==> config.mk <==
export PLATFORM = sky130hd
export DESIGN_NAME = calendar_date_to_seconds_flat
export DESIGN_NICKNAME = d
export VERILOG_FILES = /design/src/sv/cd2s_pkg.sv /design/src/sv/cd2s_if.sv /design/src/sv/calendar_date_to_seconds.sv /design/src/flat_wrapper.sv
export SDC_FILE = /design/constraint.sdc
export NUM_CORES = 1
export LEC_CHECK = 0
export BUFFER_PORTS_ARGS = -buffer_cell sky130_fd_sc_hd__buf_2
export CAP_MARGIN = 10
export CORE_ASPECT_RATIO = 1.4
export CORE_MARGIN = 3
export CORE_UTILIZATION = 63
export DETAILED_ROUTE_END_ITERATION = 16
export PLACE_DENSITY = 0.93
export SYNTH_ARGS = -nofsm -noshare
export SYNTH_HDL_FRONTEND = slang
export SYNTH_SLANG_ARGS = --single-unit
==> constraint.sdc <==
create_clock -name clk -period 13.4 [get_ports clk]
set_input_delay 2.68 -clock clk [delete_from_list [all_inputs] [get_ports clk]]
set_output_delay 2.68 -clock clk [all_outputs]
set_load 0.05 [all_outputs]
==> src/sv/cd2s_pkg.sv <==
`default_nettype none
// ----------------------------------------------------------------------------
// cd2s_pkg
// Shared constants and helpers for the calendar date to seconds converter.
// ----------------------------------------------------------------------------
package cd2s_pkg;

	// Epoch: 1 January of this year, 00:00:00
	localparam int EPOCH_YEAR_INT = 2014;
	localparam logic [11:0] EPOCH_YEAR = 12'(EPOCH_YEAR_INT);

	// Leap years from year 1 through the year before the epoch
	localparam int LEAPS_BEFORE_EPOCH = (EPOCH_YEAR_INT - 1) / 4
		- (EPOCH_YEAR_INT - 1) / 100 + (EPOCH_YEAR_INT - 1) / 400;

	// x / 100 as (x * 5243) >> 19, exact for x below 43690
	localparam logic [12:0] DIV100_MUL = 13'd5243;
	localparam int DIV100_SH = 19;

	localparam logic [31:0] SECS_PER_DAY  = 32'd86400;
	localparam logic [11:0] SECS_PER_HOUR = 12'd3600;
	localparam logic [5:0]  SECS_PER_MIN  = 6'd60;
	localparam logic [6:0]  YEARS_PER_CENT = 7'd100;
	localparam logic [8:0]  DAYS_PER_YEAR = 9'd365;
	localparam logic [3:0]  MONTH_FEB = 4'd2;

	// Days in the completed months of a common year
	function automatic logic [8:0] cum_days(input logic [3:0] done);
		logic [8:0] d;
		case (done)
			4'd0:    d = 9'd0;
			4'd1:    d = 9'd31;
			4'd2:    d = 9'd59;
			4'd3:    d = 9'd90;
			4'd4:    d = 9'd120;
			4'd5:    d = 9'd151;
			4'd6:    d = 9'd181;
			4'd7:    d = 9'd212;
			4'd8:    d = 9'd243;
			4'd9:    d = 9'd273;
			4'd10:   d = 9'd304;
			4'd11:   d = 9'd334;
			default: d = 9'd365;
		endcase
		return d;
	endfunction

	// Completed months of the year, clamped to 0..12
	function automatic logic [3:0] done_months(input logic [3:0] month);
		logic [3:0] d;
		if (month == 4'd0) begin
			d = 4'd0;
		end else if (month > 4'd12) begin
			d = 4'd12;
		end else begin
			d = month - 4'd1;
		end
		return d;
	endfunction

endpackage
`default_nettype wire

==> src/sv/cd2s_if.sv <==
`default_nettype none
// ----------------------------------------------------------------------------
// cd2s_date_if / cd2s_result_if
// Valid/ready channels carrying a date request and its seconds result.
// ----------------------------------------------------------------------------
interface cd2s_date_if;
	logic        valid;
	logic        ready;
	logic [11:0] year;
	logic [3:0]  month;
	logic [4:0]  day;
	logic [4:0]  hour;
	logic [5:0]  minute;
	logic [5:0]  second;

	modport source (output valid, year, month, day, hour, minute, second, input ready);
	modport sink   (input valid, year, month, day, hour, minute, second, output ready);
endinterface

interface cd2s_result_if;
	logic        valid;
	logic        ready;
	logic [31:0] seconds_since_epoch;

	modport source (output valid, seconds_since_epoch, input ready);
	modport sink   (input valid, seconds_since_epoch, output ready);
endinterface
`default_nettype wire

==> src/sv/calendar_date_to_seconds.sv <==
`default_nettype none
// ----------------------------------------------------------------------------
// calendar_date_to_seconds
// A request passes through the registers of stages 1 to 5; stage 5 drives the output.
// Throughput: one request per cycle while the output is not stalled; the five-stage
// pipeline with the 32-bit day-to-seconds multiplier in its own stage sets the clock period.
// A stalled output holds the whole pipeline; nothing is dropped or repeated.
// Reset (arst_n low, asynchronous) clears all stage valid bits.
// Converts a calendar date and time to seconds since the epoch year start.
// ----------------------------------------------------------------------------
module calendar_date_to_seconds (
	input  wire logic    clk,
	input  wire logic    arst_n,
	cd2s_date_if.sink    date,
	cd2s_result_if.source result
);
	import cd2s_pkg::*;

	// Pipeline advances whenever the output stage is free or being taken
	logic adv;
	assign adv = !result.valid || result.ready;
	assign date.ready = adv;

	// Stage 1: year offsets and quotients by 100
	logic [11:0] ym1;
	logic [24:0] prod_ym1, prod_yr;
	assign ym1      = date.year - 12'd1;
	assign prod_ym1 = {13'd0, ym1} * {12'd0, DIV100_MUL};
	assign prod_yr  = {13'd0, date.year} * {12'd0, DIV100_MUL};

	logic        v_s1;
	logic [11:0] ym1_s1, year_s1, yrs_s1;
	logic [5:0]  q_ym1_s1, q_yr_s1;
	logic [3:0]  done_s1;
	logic [4:0]  day_s1, hour_s1;
	logic [5:0]  minute_s1, second_s1;

	// Stage 2: leap count, leap flag, whole-year days, month days, time of day
	logic [10:0] leaps_raw;
	logic [12:0] cent_mul;
	logic        is_cent, leap_now;
	assign leaps_raw = {1'b0, ym1_s1[11:2]} - {5'd0, q_ym1_s1} + {7'd0, q_ym1_s1[5:2]}
		- 11'(LEAPS_BEFORE_EPOCH);
	assign cent_mul  = {7'd0, q_yr_s1} * {6'd0, YEARS_PER_CENT};
	assign is_cent   = (cent_mul[11:0] == year_s1);
	assign leap_now  = is_cent ? (q_yr_s1[1:0] == 2'd0) : (year_s1[1:0] == 2'd0);

	logic        v_s2;
	logic [10:0] leaps_s2;
	logic [20:0] ydays_s2;
	logic [8:0]  mbase_s2;
	logic        madj_s2;
	logic [4:0]  day_s2;
	logic [16:0] hms_s2;

	// Stage 3: total day count, wrapping at 32 bits
	logic        v_s3;
	logic [31:0] days_s3;
	logic [16:0] hms_s3;

	// Stage 4: days to seconds
	logic        v_s4;
	logic [31:0] dsec_s4;
	logic [16:0] hms_s4;

	// Stage 5: output register
	logic        v_s5;
	logic [31:0] sec_s5;

	// Valid bits
	always_ff @(posedge clk or negedge arst_n) begin
		if (!arst_n) begin
			v_s1 <= 1'b0;
			v_s2 <= 1'b0;
			v_s3 <= 1'b0;
			v_s4 <= 1'b0;
			v_s5 <= 1'b0;
		end else if (adv) begin
			v_s1 <= date.valid;
			v_s2 <= v_s1;
			v_s3 <= v_s2;
			v_s4 <= v_s3;
			v_s5 <= v_s4;
		end
	end

	// Payload registers
	always_ff @(posedge clk) begin
		if (adv) begin
			ym1_s1    <= ym1;
			year_s1   <= date.year;
			yrs_s1    <= (date.year > EPOCH_YEAR) ? (date.year - EPOCH_YEAR) : 12'd0;
			q_ym1_s1  <= prod_ym1[DIV100_SH +: 6];
			q_yr_s1   <= prod_yr[DIV100_SH +: 6];
			done_s1   <= done_months(date.month);
			day_s1    <= date.day;
			hour_s1   <= date.hour;
			minute_s1 <= date.minute;
			second_s1 <= date.second;

			leaps_s2 <= (yrs_s1 == 12'd0) ? 11'd0 : leaps_raw;
			ydays_s2 <= {9'd0, yrs_s1} * {12'd0, DAYS_PER_YEAR};
			mbase_s2 <= cum_days(done_s1);
			madj_s2  <= leap_now && (done_s1 >= MONTH_FEB);
			day_s2   <= day_s1;
			hms_s2   <= {12'd0, hour_s1} * {5'd0, SECS_PER_HOUR}
				+ {11'd0, minute_s1} * {11'd0, SECS_PER_MIN}
				+ {11'd0, second_s1};

			days_s3 <= {11'd0, ydays_s2} + {21'd0, leaps_s2} + {23'd0, mbase_s2}
				+ {31'd0, madj_s2} + {27'd0, day_s2} - 32'd1;
			hms_s3  <= hms_s2;

			dsec_s4 <= days_s3 * SECS_PER_DAY;
			hms_s4  <= hms_s3;

			sec_s5 <= dsec_s4 + {15'd0, hms_s4};
		end
	end

	assign result.valid               = v_s5;
	assign result.seconds_since_epoch = sec_s5;

	// Checks
	a_stall_hold: assert property (@(posedge clk) disable iff (!arst_n)
		!adv |=> $stable({v_s1, v_s2, v_s3, v_s4, v_s5}))
		else $error("stage valid bits moved during a stall");
	a_out_follows: assert property (@(posedge clk) disable iff (!arst_n)
		adv |=> (result.valid == $past(v_s4)))
		else $error("output valid does not follow stage 4");
	a_no_years: assert property (@(posedge clk) disable iff (!arst_n)
		(adv && v_s1 && yrs_s1 == 12'd0) |=> (leaps_s2 == 11'd0 && ydays_s2 == 21'd0))
		else $error("whole-year days counted for a year at or before the epoch");
	a_feb_adj: assert property (@(posedge clk) disable iff (!arst_n)
		(v_s2 && madj_s2) |-> (mbase_s2 >= 9'd59))
		else $error("leap day added before February completed");

endmodule
`default_nettype wire

==> src/flat_wrapper.sv <==
// flat-port wrapper written by rule: the top's interface ports become plain ports
module calendar_date_to_seconds_flat import cd2s_pkg::*;
  (clk, arst_n, date_valid, date_year, date_month, date_day, date_hour, date_minute, date_second, date_ready, result_valid, result_seconds_since_epoch, result_ready);
  cd2s_date_if date_i ();
  cd2s_result_if result_i ();
  input  wire logic clk;
  input  wire logic arst_n;
  input wire logic [$bits(date_i.valid)-1:0] date_valid;
  input wire logic [$bits(date_i.year)-1:0] date_year;
  input wire logic [$bits(date_i.month)-1:0] date_month;
  input wire logic [$bits(date_i.day)-1:0] date_day;
  input wire logic [$bits(date_i.hour)-1:0] date_hour;
  input wire logic [$bits(date_i.minute)-1:0] date_minute;
  input wire logic [$bits(date_i.second)-1:0] date_second;
  output wire logic [$bits(date_i.ready)-1:0] date_ready;
  output wire logic [$bits(result_i.valid)-1:0] result_valid;
  output wire logic [$bits(result_i.seconds_since_epoch)-1:0] result_seconds_since_epoch;
  input wire logic [$bits(result_i.ready)-1:0] result_ready;
  assign date_i.valid = date_valid;
  assign date_i.year = date_year;
  assign date_i.month = date_month;
  assign date_i.day = date_day;
  assign date_i.hour = date_hour;
  assign date_i.minute = date_minute;
  assign date_i.second = date_second;
  assign date_ready = date_i.ready;
  assign result_valid = result_i.valid;
  assign result_seconds_since_epoch = result_i.seconds_since_epoch;
  assign result_i.ready = result_ready;
  calendar_date_to_seconds u_core (.clk(clk), .arst_n(arst_n), .date(date_i), .result(result_i));
endmodule
* Yosys cells after proc, flatten, opt, wreduce, memory -nomap -nowiden
Memories as Yosys holds them, arrays and structs flattened. A register that Yosys moved wholly into a read port is not among the register bits.
Index checks and enable logic that the tools add are counted.
** Cells by class
- Add/sub/neg operators :: 14
- Multiply operators :: 7
- Order comparisons :: 3
- Equality and inequality tests :: 1
- Muxes and demuxes :: 2
- Reduce and logical (&&, ||, !) cells :: 8
** Operators with widths (number)
- $mul 12x13->25 const B :: 2
- $add 32x1->32 :: 1
- $add 32x17->32 :: 1
- $add 32x5->32 :: 1
- $add 32x9->32 :: 1
- $mul 32x10->25 const B :: 1
- $sub 32x1->32 const B :: 1
- $add 21x11->22 :: 1
- $mul 12x9->21 const B :: 1
- $add 17x12->17 :: 1
- $add 17x6->17 :: 1
- $mul 5x8->13 const B :: 1
- $eq 12x12->1 :: 1
- $gt 12x11->1 const B :: 1
- $logic_not 12->1 :: 1
- $sub 12x1->12 const B :: 1
- $sub 12x11->12 const B :: 1
- $add 11x4->11 :: 1
- $sub 10x6->11 :: 1
- $sub 11x9->11 const B :: 1
- $mul 6x4->10 const B :: 1
- $mul 6x5->10 const B :: 1
- $ge 4x2->1 const B :: 1
- $gt 4x4->1 const B :: 1
- 9 further kinds :: 10
** Word-level totals
- Bits in registers :: 257
- Memory bits (read-only) :: 144
- Input port bits :: 42
- Memories :: 1
** Memories
- (no name shown) :: words 16, width 9, read ports 1, clocked after Yosys merged registers in 1, write ports 0, line cd2s_pkg.sv:30 : case (done)

* Longest topological paths before layout
Gate-level depths: netlist of the first run.
- Depth after elaboration :: 5
- Mapped depth :: 31
- Gate-level depth less buffers :: 30

* Worst setup path after synthesis of the first run
OpenSTA, ideal clock, no wires.
- Path kind :: input port to output port
- Start :: input result_ready
- End :: output date_ready
- Data arrival time :: 10118 ps
- Data required time :: 10720 ps
- Slack :: 602 ps
- Stages on the path :: 2
- Buffers on the path :: 1
- Cell sequence :: nand2b_1 clkbuf_1
** Between the ends
- Word-level cells in the longest chain between the ends :: 1
** RTL lines
- start, declared :: line flat_wrapper.sv:18 : input wire logic [$bits(result_i.ready)-1:0] result_ready;
- $logic_or 1x1->1 :: line calendar_date_to_seconds.sv:21 : assign adv = !result.valid || result.ready;
- end, declared :: line flat_wrapper.sv:15 : output wire logic [$bits(date_i.ready)-1:0] date_ready;
Every way passes these cells.

* Worst setup path after layout of the first run
- Start :: input date_year[1]
- End :: register u_core.q_ym1_s1[5], data pin
** Between the ends
- Word-level cells in the longest chain between the ends :: 2
** RTL lines
- start, declared :: line flat_wrapper.sv:9 : input wire logic [$bits(date_i.year)-1:0] date_year;
- $sub 12x1->12 :: line calendar_date_to_seconds.sv:27 : assign ym1 = date.year - 12'd1;
- net u_core.ym1[11] :: line calendar_date_to_seconds.sv:25 : logic [11:0] ym1;
- $mul 12x13->25 :: line calendar_date_to_seconds.sv:28 : assign prod_ym1 = {13'd0, ym1} * {12'd0, DIV100_MUL};
- net u_core.prod_ym1[24] :: line calendar_date_to_seconds.sv:26 : logic [24:0] prod_ym1, prod_yr;
- end signal, assigned :: line calendar_date_to_seconds.sv:93 : q_ym1_s1 <= prod_ym1[DIV100_SH +: 6];
- end, declared :: line calendar_date_to_seconds.sv:33 : logic [5:0] q_ym1_s1, q_yr_s1;
The timed path passes the listed nets, and every way through them passes these cells.
A chain may end at the register's enable or synchronous reset.

==> results of run 1 <==
per-layer routing:
metal / track usage [%] / part of all wire [%] / vias up
li1: - / - / 7645
met1: 23.2 / 34 / 7842
met4: 12.4 / 5.2 / 2
met3: 2.73 / 3.4 / 186
met2: 49.3 / 57 / 427
met5: 0 / 0.037 / -
sequential cells by signal (all words and copies together), names as in the netlist, 10 cells and up:
register,cells
u_core.result.seconds_since_epoch,32
u_core.year_s1,12
u_core.hms_s4,17
u_core.dsec_s4,25
u_core.leaps_s2,11
u_core.days_s3,25
u_core.ym1_s1,10
u_core.ydays_s2,21
u_core.hms_s2,17
u_core.hms_s3,17
u_core.yrs_s1,12
cell usage in the layout (no fill, tap or decap), drive strengths merged, types with 10 or more instances in the layout:
cell type and instances:
a31oi 10, nor4 10, inv 534, edfxtp 252, clkinv 14, ha 447, o21a 19, a21oi 102
a211oi 11, nand2b 10, fa 201, a21o 33, xnor2 129, and3 23, xor2 53, o21bai 18
clkbuf 26, nand2 54, nor2b 16, o21ai 51, nand3 35, nor2 82, and2 12, buf 79
nor3 27
cell type report:
class / count / area (um^2)
multi-input cells: 1436 / 14800
clock inverters: 21 / 193
inverters: 530 / 1990
fillers: 2524 / 11600
repair buffers: 79 / 405
well taps: 516 / 646
flip-flops and latches: 257 / 7690
clock buffers: 26 / 651
final timing paths:
path,startpoint,to,slack [ns],cells after the start
worst min-delay path,u_core.hms_s3[11],u_core.hms_s4[11],0.42,0
worst max register to register,u_core.ydays_s2[0],u_core.days_s3[22],8.00,19
min in group asynchronous,arst_n,u_core.v_s1,1.93,1
worst min register to register,u_core.hms_s3[11],u_core.hms_s4[11],0.42,0
worst max-delay path,date_year[1],u_core.q_ym1_s1[5],4.02,31
max in group asynchronous,arst_n,u_core.result.valid,11.33,1
cells by family after synthesis:
logic type,count (synthesis),synth area share [%]
adder cells (fa/ha/maj),648,39.3
buffers and inverters,538,8.29
AND/OR/NAND/NOR,303,6.18
AO/OA/AOI/OAI,296,8.01
flip-flops,257,31.4
XOR/XNOR,182,6.51
multiplexers,7,0.307
worst max-delay path, delay by kind of cell:
kind | cells | cell delay, ns
buffers and inverters | 8 | 0.88
XOR/XNOR | 2 | 0.39
AND/OR/NAND/NOR | 4 | 1.11
AO/OA/AOI/OAI | 9 | 1.59
adder cells (fa/ha/maj) | 8 | 3.01
per-stage QoR:
stage	cells	hold WS (ns)	setup WS (ns)	utilization (%)	cell area (um^2)
2_1_floorplan	2231	0.400	0.602	-	24500
3_3_place_gp	2818	0.401	3.78	67.2	25500
3_5_place_dp	2818	0.405	3.48	67.2	25500
4_1_cts	2865	0.417	4.07	69.4	26300
5_1_grt	2865	0.429	3.60	69.4	26300
6_report	2865	0.417	4.02	69.4	26300
==> qor.txt, run 1 <==
status = finished clean
CTS tree = done
setup TNS = 0 ns
DIE AREA = 41,300 um^2
Initial DRC Count = 716
layout cells sized above 1 = 6.43%
cells after synthesis = 2,231
H-Tree Depth = 1
Synth Area per Inst = 11.0 um^2
gr ovfl total = 0
CP max FO = 11
cell taking the most area after synthesis = edfxtp_1
setup bufs post-CTS = 0
most numerous cell in the Yosys netlist = inv_1
critical path class = primary input to flip-flop
Fin. Hold Viols = 0
post-route ant nets = 0
TritonCTS buffer count = 26
PortBufs = 75
# clock sinks = 257
Starting Density = 64.5%
crit-path most repeated cell = inv_1
Setup-failing EPs final = 0
Die H = 239 um
Tcrit/Tclk final = 70.0%
wire per inst = 16.9 um
All-Layer GR Usage = 24.0%
Die Wd = 173 um
EDFF count, synth = 252
nets@finish = 3,020
max-slew violations = 0
Clk Latency, worst-skew pair = 0.56 ns
Slew headroom = 31.1%
worst path arrival time = 9.69 ns
CTS max path bufs = 3
Top Ports = 76
Worst Clk Skew = 0.0137 ns
post-cts sizing count = 0
Synth Cell Area = 24,500 um^2
Post-Route WL = 48,300 um
RSZ-0062 raised after global routing = no
async set-reset flop share out of synthesis = 1.95%
sequential cell area fraction in the yosys report = 31.4%
Worst-path clk slew = 0.06 ns
Seq cells post-synth = 257
syn nets = 2,921
initial antenna violation count = 1
commonest register cell after synthesis = edfxtp_1
synth warn = 0
number of global-route vias before repair = 17,900
CP Data Required Time = 13.71 ns
DRC Markers = 0
pin count of the biggest net entering global routing = 87
CP startpoint kind = primary input
Core Box Area = 37,900 um^2
MaxCap Viol Count = 0
worst-margin pin slew = 1.03 ns
crit path capture type = flip-flop
Via density = 5.62
CTS Hold Bufs = 0
layout overhead on the synthesized area = 7.61%
final worst path period need = 9.38 ns
via count = 16,100
worst stage delay on the critical path = 0.53 ns
first-pass GRT wire length = 81,800 um
synth unique cells = 70
Clk Tree Root Cell = clkbuf_16
Final Wtd Congestion = 0.932
Cell Rows = 84
# diodes = 0
Worst Hold Class = flip-flop to flip-flop
final HPWL from detailed placement = 39,300 um
Max Freq = 0.107 GHz
post-synth top area share = 30.9%
Synth area leaders = edfxtp_1 31%, ha_1 23%, fa_1 16%
slowest cell on the critical path = fa_1
Commonest cells post-synth = 530 x inv_1, 447 x ha_1, 252 x edfxtp_1, 201 x fa_1, 129 x xnor2_1
Pre-antenna DRT Iters = 5
Power of run 1 is left out: the tool's default activity adds up to more than one toggle a clock period on the data nets, which glitch-free logic cannot reach.
==> inputs of run 2 (changes only) <==
CORE_UTILIZATION = 58   (was 63)
PLACE_DENSITY = 0.9   (was 0.93)
clock period = 7.9 ns   (was 13.4 ns; I/O delays follow)
==> qor.txt, run 2 (synthesized netlist as in run 1, its figures left out) <==
status = finished clean
Reg2Reg Depth = 19 (unchanged)
wire per inst = 16.7 um (-1.2%)
Final Wtd Congestion = 0.922 (-1.1%)
worst reg2reg startpoint = u_core.ydays_s2[0]
MaxCap Viol Count = 0 (unchanged)
Max Freq = 0.136 GHz
DIE AREA = 44,700 um^2 (+8.4%)
number of global-route vias before repair = 17,700 (-1.4%)
DRC Markers = 0 (unchanged)
CP Data Required Time = 8.22 ns (-5.49 ns)
Setup-failing EPs final = 0 (unchanged)
setup bufs post-CTS = 0 (unchanged)
CTS tree = done
Die Wd = 180 um (+4.1%)
worst-margin pin slew = 1.22 ns (+0.186 ns)
worst stage delay on the critical path = 0.53 ns (about the same)
Pre-antenna DRT Iters = 5 (unchanged)
final HPWL from detailed placement = 39,100 um (-0.64%)
CP max FO = 4 (-7)
commonest non-fill, non-tap cell in the layout = inv_1
CP startpoint kind = primary input
CTS max path bufs = 3 (unchanged)
r2r setup slk = 2.58 ns (-5.42 ns)
gr ovfl total = 0 (unchanged)
Worst-path clk slew = 0.06 ns (about the same)
PortBufs = 75 (unchanged)
most frequent cells in the layout = 530 x inv_1, 445 x ha_1, 252 x edfxtp_1
crit path capture type = flip-flop
CP endpoint = u_core.q_ym1_s1[5]
Starting Density = 59.1% (-5.4 points)
RSZ-0062 raised after global routing = no
via count = 16,100 (-0.11%)
# clock sinks = 257 (unchanged)
critical path class = primary input to flip-flop
Worst Hold Class = flip-flop to flip-flop
Slew headroom = 18.8% (-12 points)
first-pass GRT wire length = 81,000 um (-0.98%)
max reg flops = 32 (unchanged)
pin count of the biggest net entering global routing = 199 (+130%)
CTS Hold Bufs = 0 (unchanged)
worst path arrival time = 7.66 ns (-2.03 ns)
Core Box Area = 41,400 um^2 (+9.1%)
setup TNS = 0 ns (unchanged)
Initial DRC Count = 848 (+18%)
Post-Route WL = 48,500 um (+0.38%)
post-cts sizing count = 0 (unchanged)
Cell Rows = 88 (+4.8%)
Die H = 249 um (+4.1%)
Tcrit/Tclk final = 92.8%
max-slew violations = 0 (unchanged)
nets@finish = 3,040 (+0.66%)
Clk Tree Root Cell = clkbuf_16
All-Layer GR Usage = 21.7% (-2.3 points)
H-Tree Depth = 1 (unchanged)
fin util = 64.6% (-4.9 points)
initial antenna violation count = 0 (-1)
final worst path period need = 7.33 ns
Fin. Hold Viols = 0 (unchanged)
post-route ant nets = 0 (unchanged)
slowest cell on the critical path = fa_1
layout overhead on the synthesized area = 9.21%
Hold Slack = 0.419 ns (+0.00232 ns)
Worst Clk Skew = 0.0116 ns (-0.00211 ns)
layout cells sized above 1 = 7.59% (+1.2 points)
TritonCTS buffer count = 27 (+3.8%)
Via density = 5.52 (-1.7%)
Top Ports = 76 (unchanged)
crit-path most repeated cell = inv_1
Clk Latency, worst-skew pair = 0.57 ns (about the same)
Crit. Startpoint = date_year[1]
FF-to-FF End = u_core.days_s3[22]
run 2: how the worst min path moves through the flow:
stage | start | end | slack [ns] | cells after the start
4_1_cts | u_core.hms_s3[14] | u_core.hms_s4[14] | 0.42 | 0
6_report | u_core.hms_s2[16] | u_core.hms_s3[16] | 0.42 | 0
5_1_grt | u_core.hms_s2[13] | u_core.hms_s3[13] | 0.42 | 0
3_3_place_gp | u_core.hms_s2[8] | u_core.hms_s3[8] | 0.40 | 0
3_5_place_dp | u_core.hms_s2[7] | u_core.hms_s3[7] | 0.41 | 0
2_1_floorplan | u_core.day_s1[0] | u_core.day_s2[0] | 0.40 | 0
run 2: layout make-up:
| cell class | count | area [um^2] |
|---|---|---|
| Antenna cell | 1 | 2.50 |
| Clock buffer | 32 | 724 |
| Tap cell | 540 | 676 |
| Multi-Input combinational cell | 1436 | 14800 |
| Fill cell | 3001 | 14700 |
| Inverter | 530 | 1990 |
| Sequential cell | 257 | 7690 |
| Clock inverter | 18 | 289 |
| Timing Repair Buffer | 98 | 561 |
run 2: worst max-delay path: cells and delay by family:
kind	cells	cell delay (ns)
XOR/XNOR	1	0.15
AND/OR/NAND/NOR	5	1.28
adder cells (fa/ha/maj)	8	2.78
AO/OA/AOI/OAI	9	1.29
buffers and inverters	8	0.55
run 2: per-layer routing:
layer	track usage, %	vias to the layer above	part of all wire [%]
li1	-	7671	-
met1	20.8	7824	33
met2	44.3	405	57
met3	2.57	185	3.5
met4	11.4	0	5.9
met5	0	-	0
run 2: stage by stage:
step	cells	setup WS, ns	area [um^2]
final	2912	0.565	26700
after CTS	2911	0.575	26700
after global placement	2861	0.0827	25700
after floorplan	2231	0.0234	24500
after detailed placement	2861	0.00573	25700
after global routing	2911	0.146	26700
Power of run 2 is left out for the same reason.
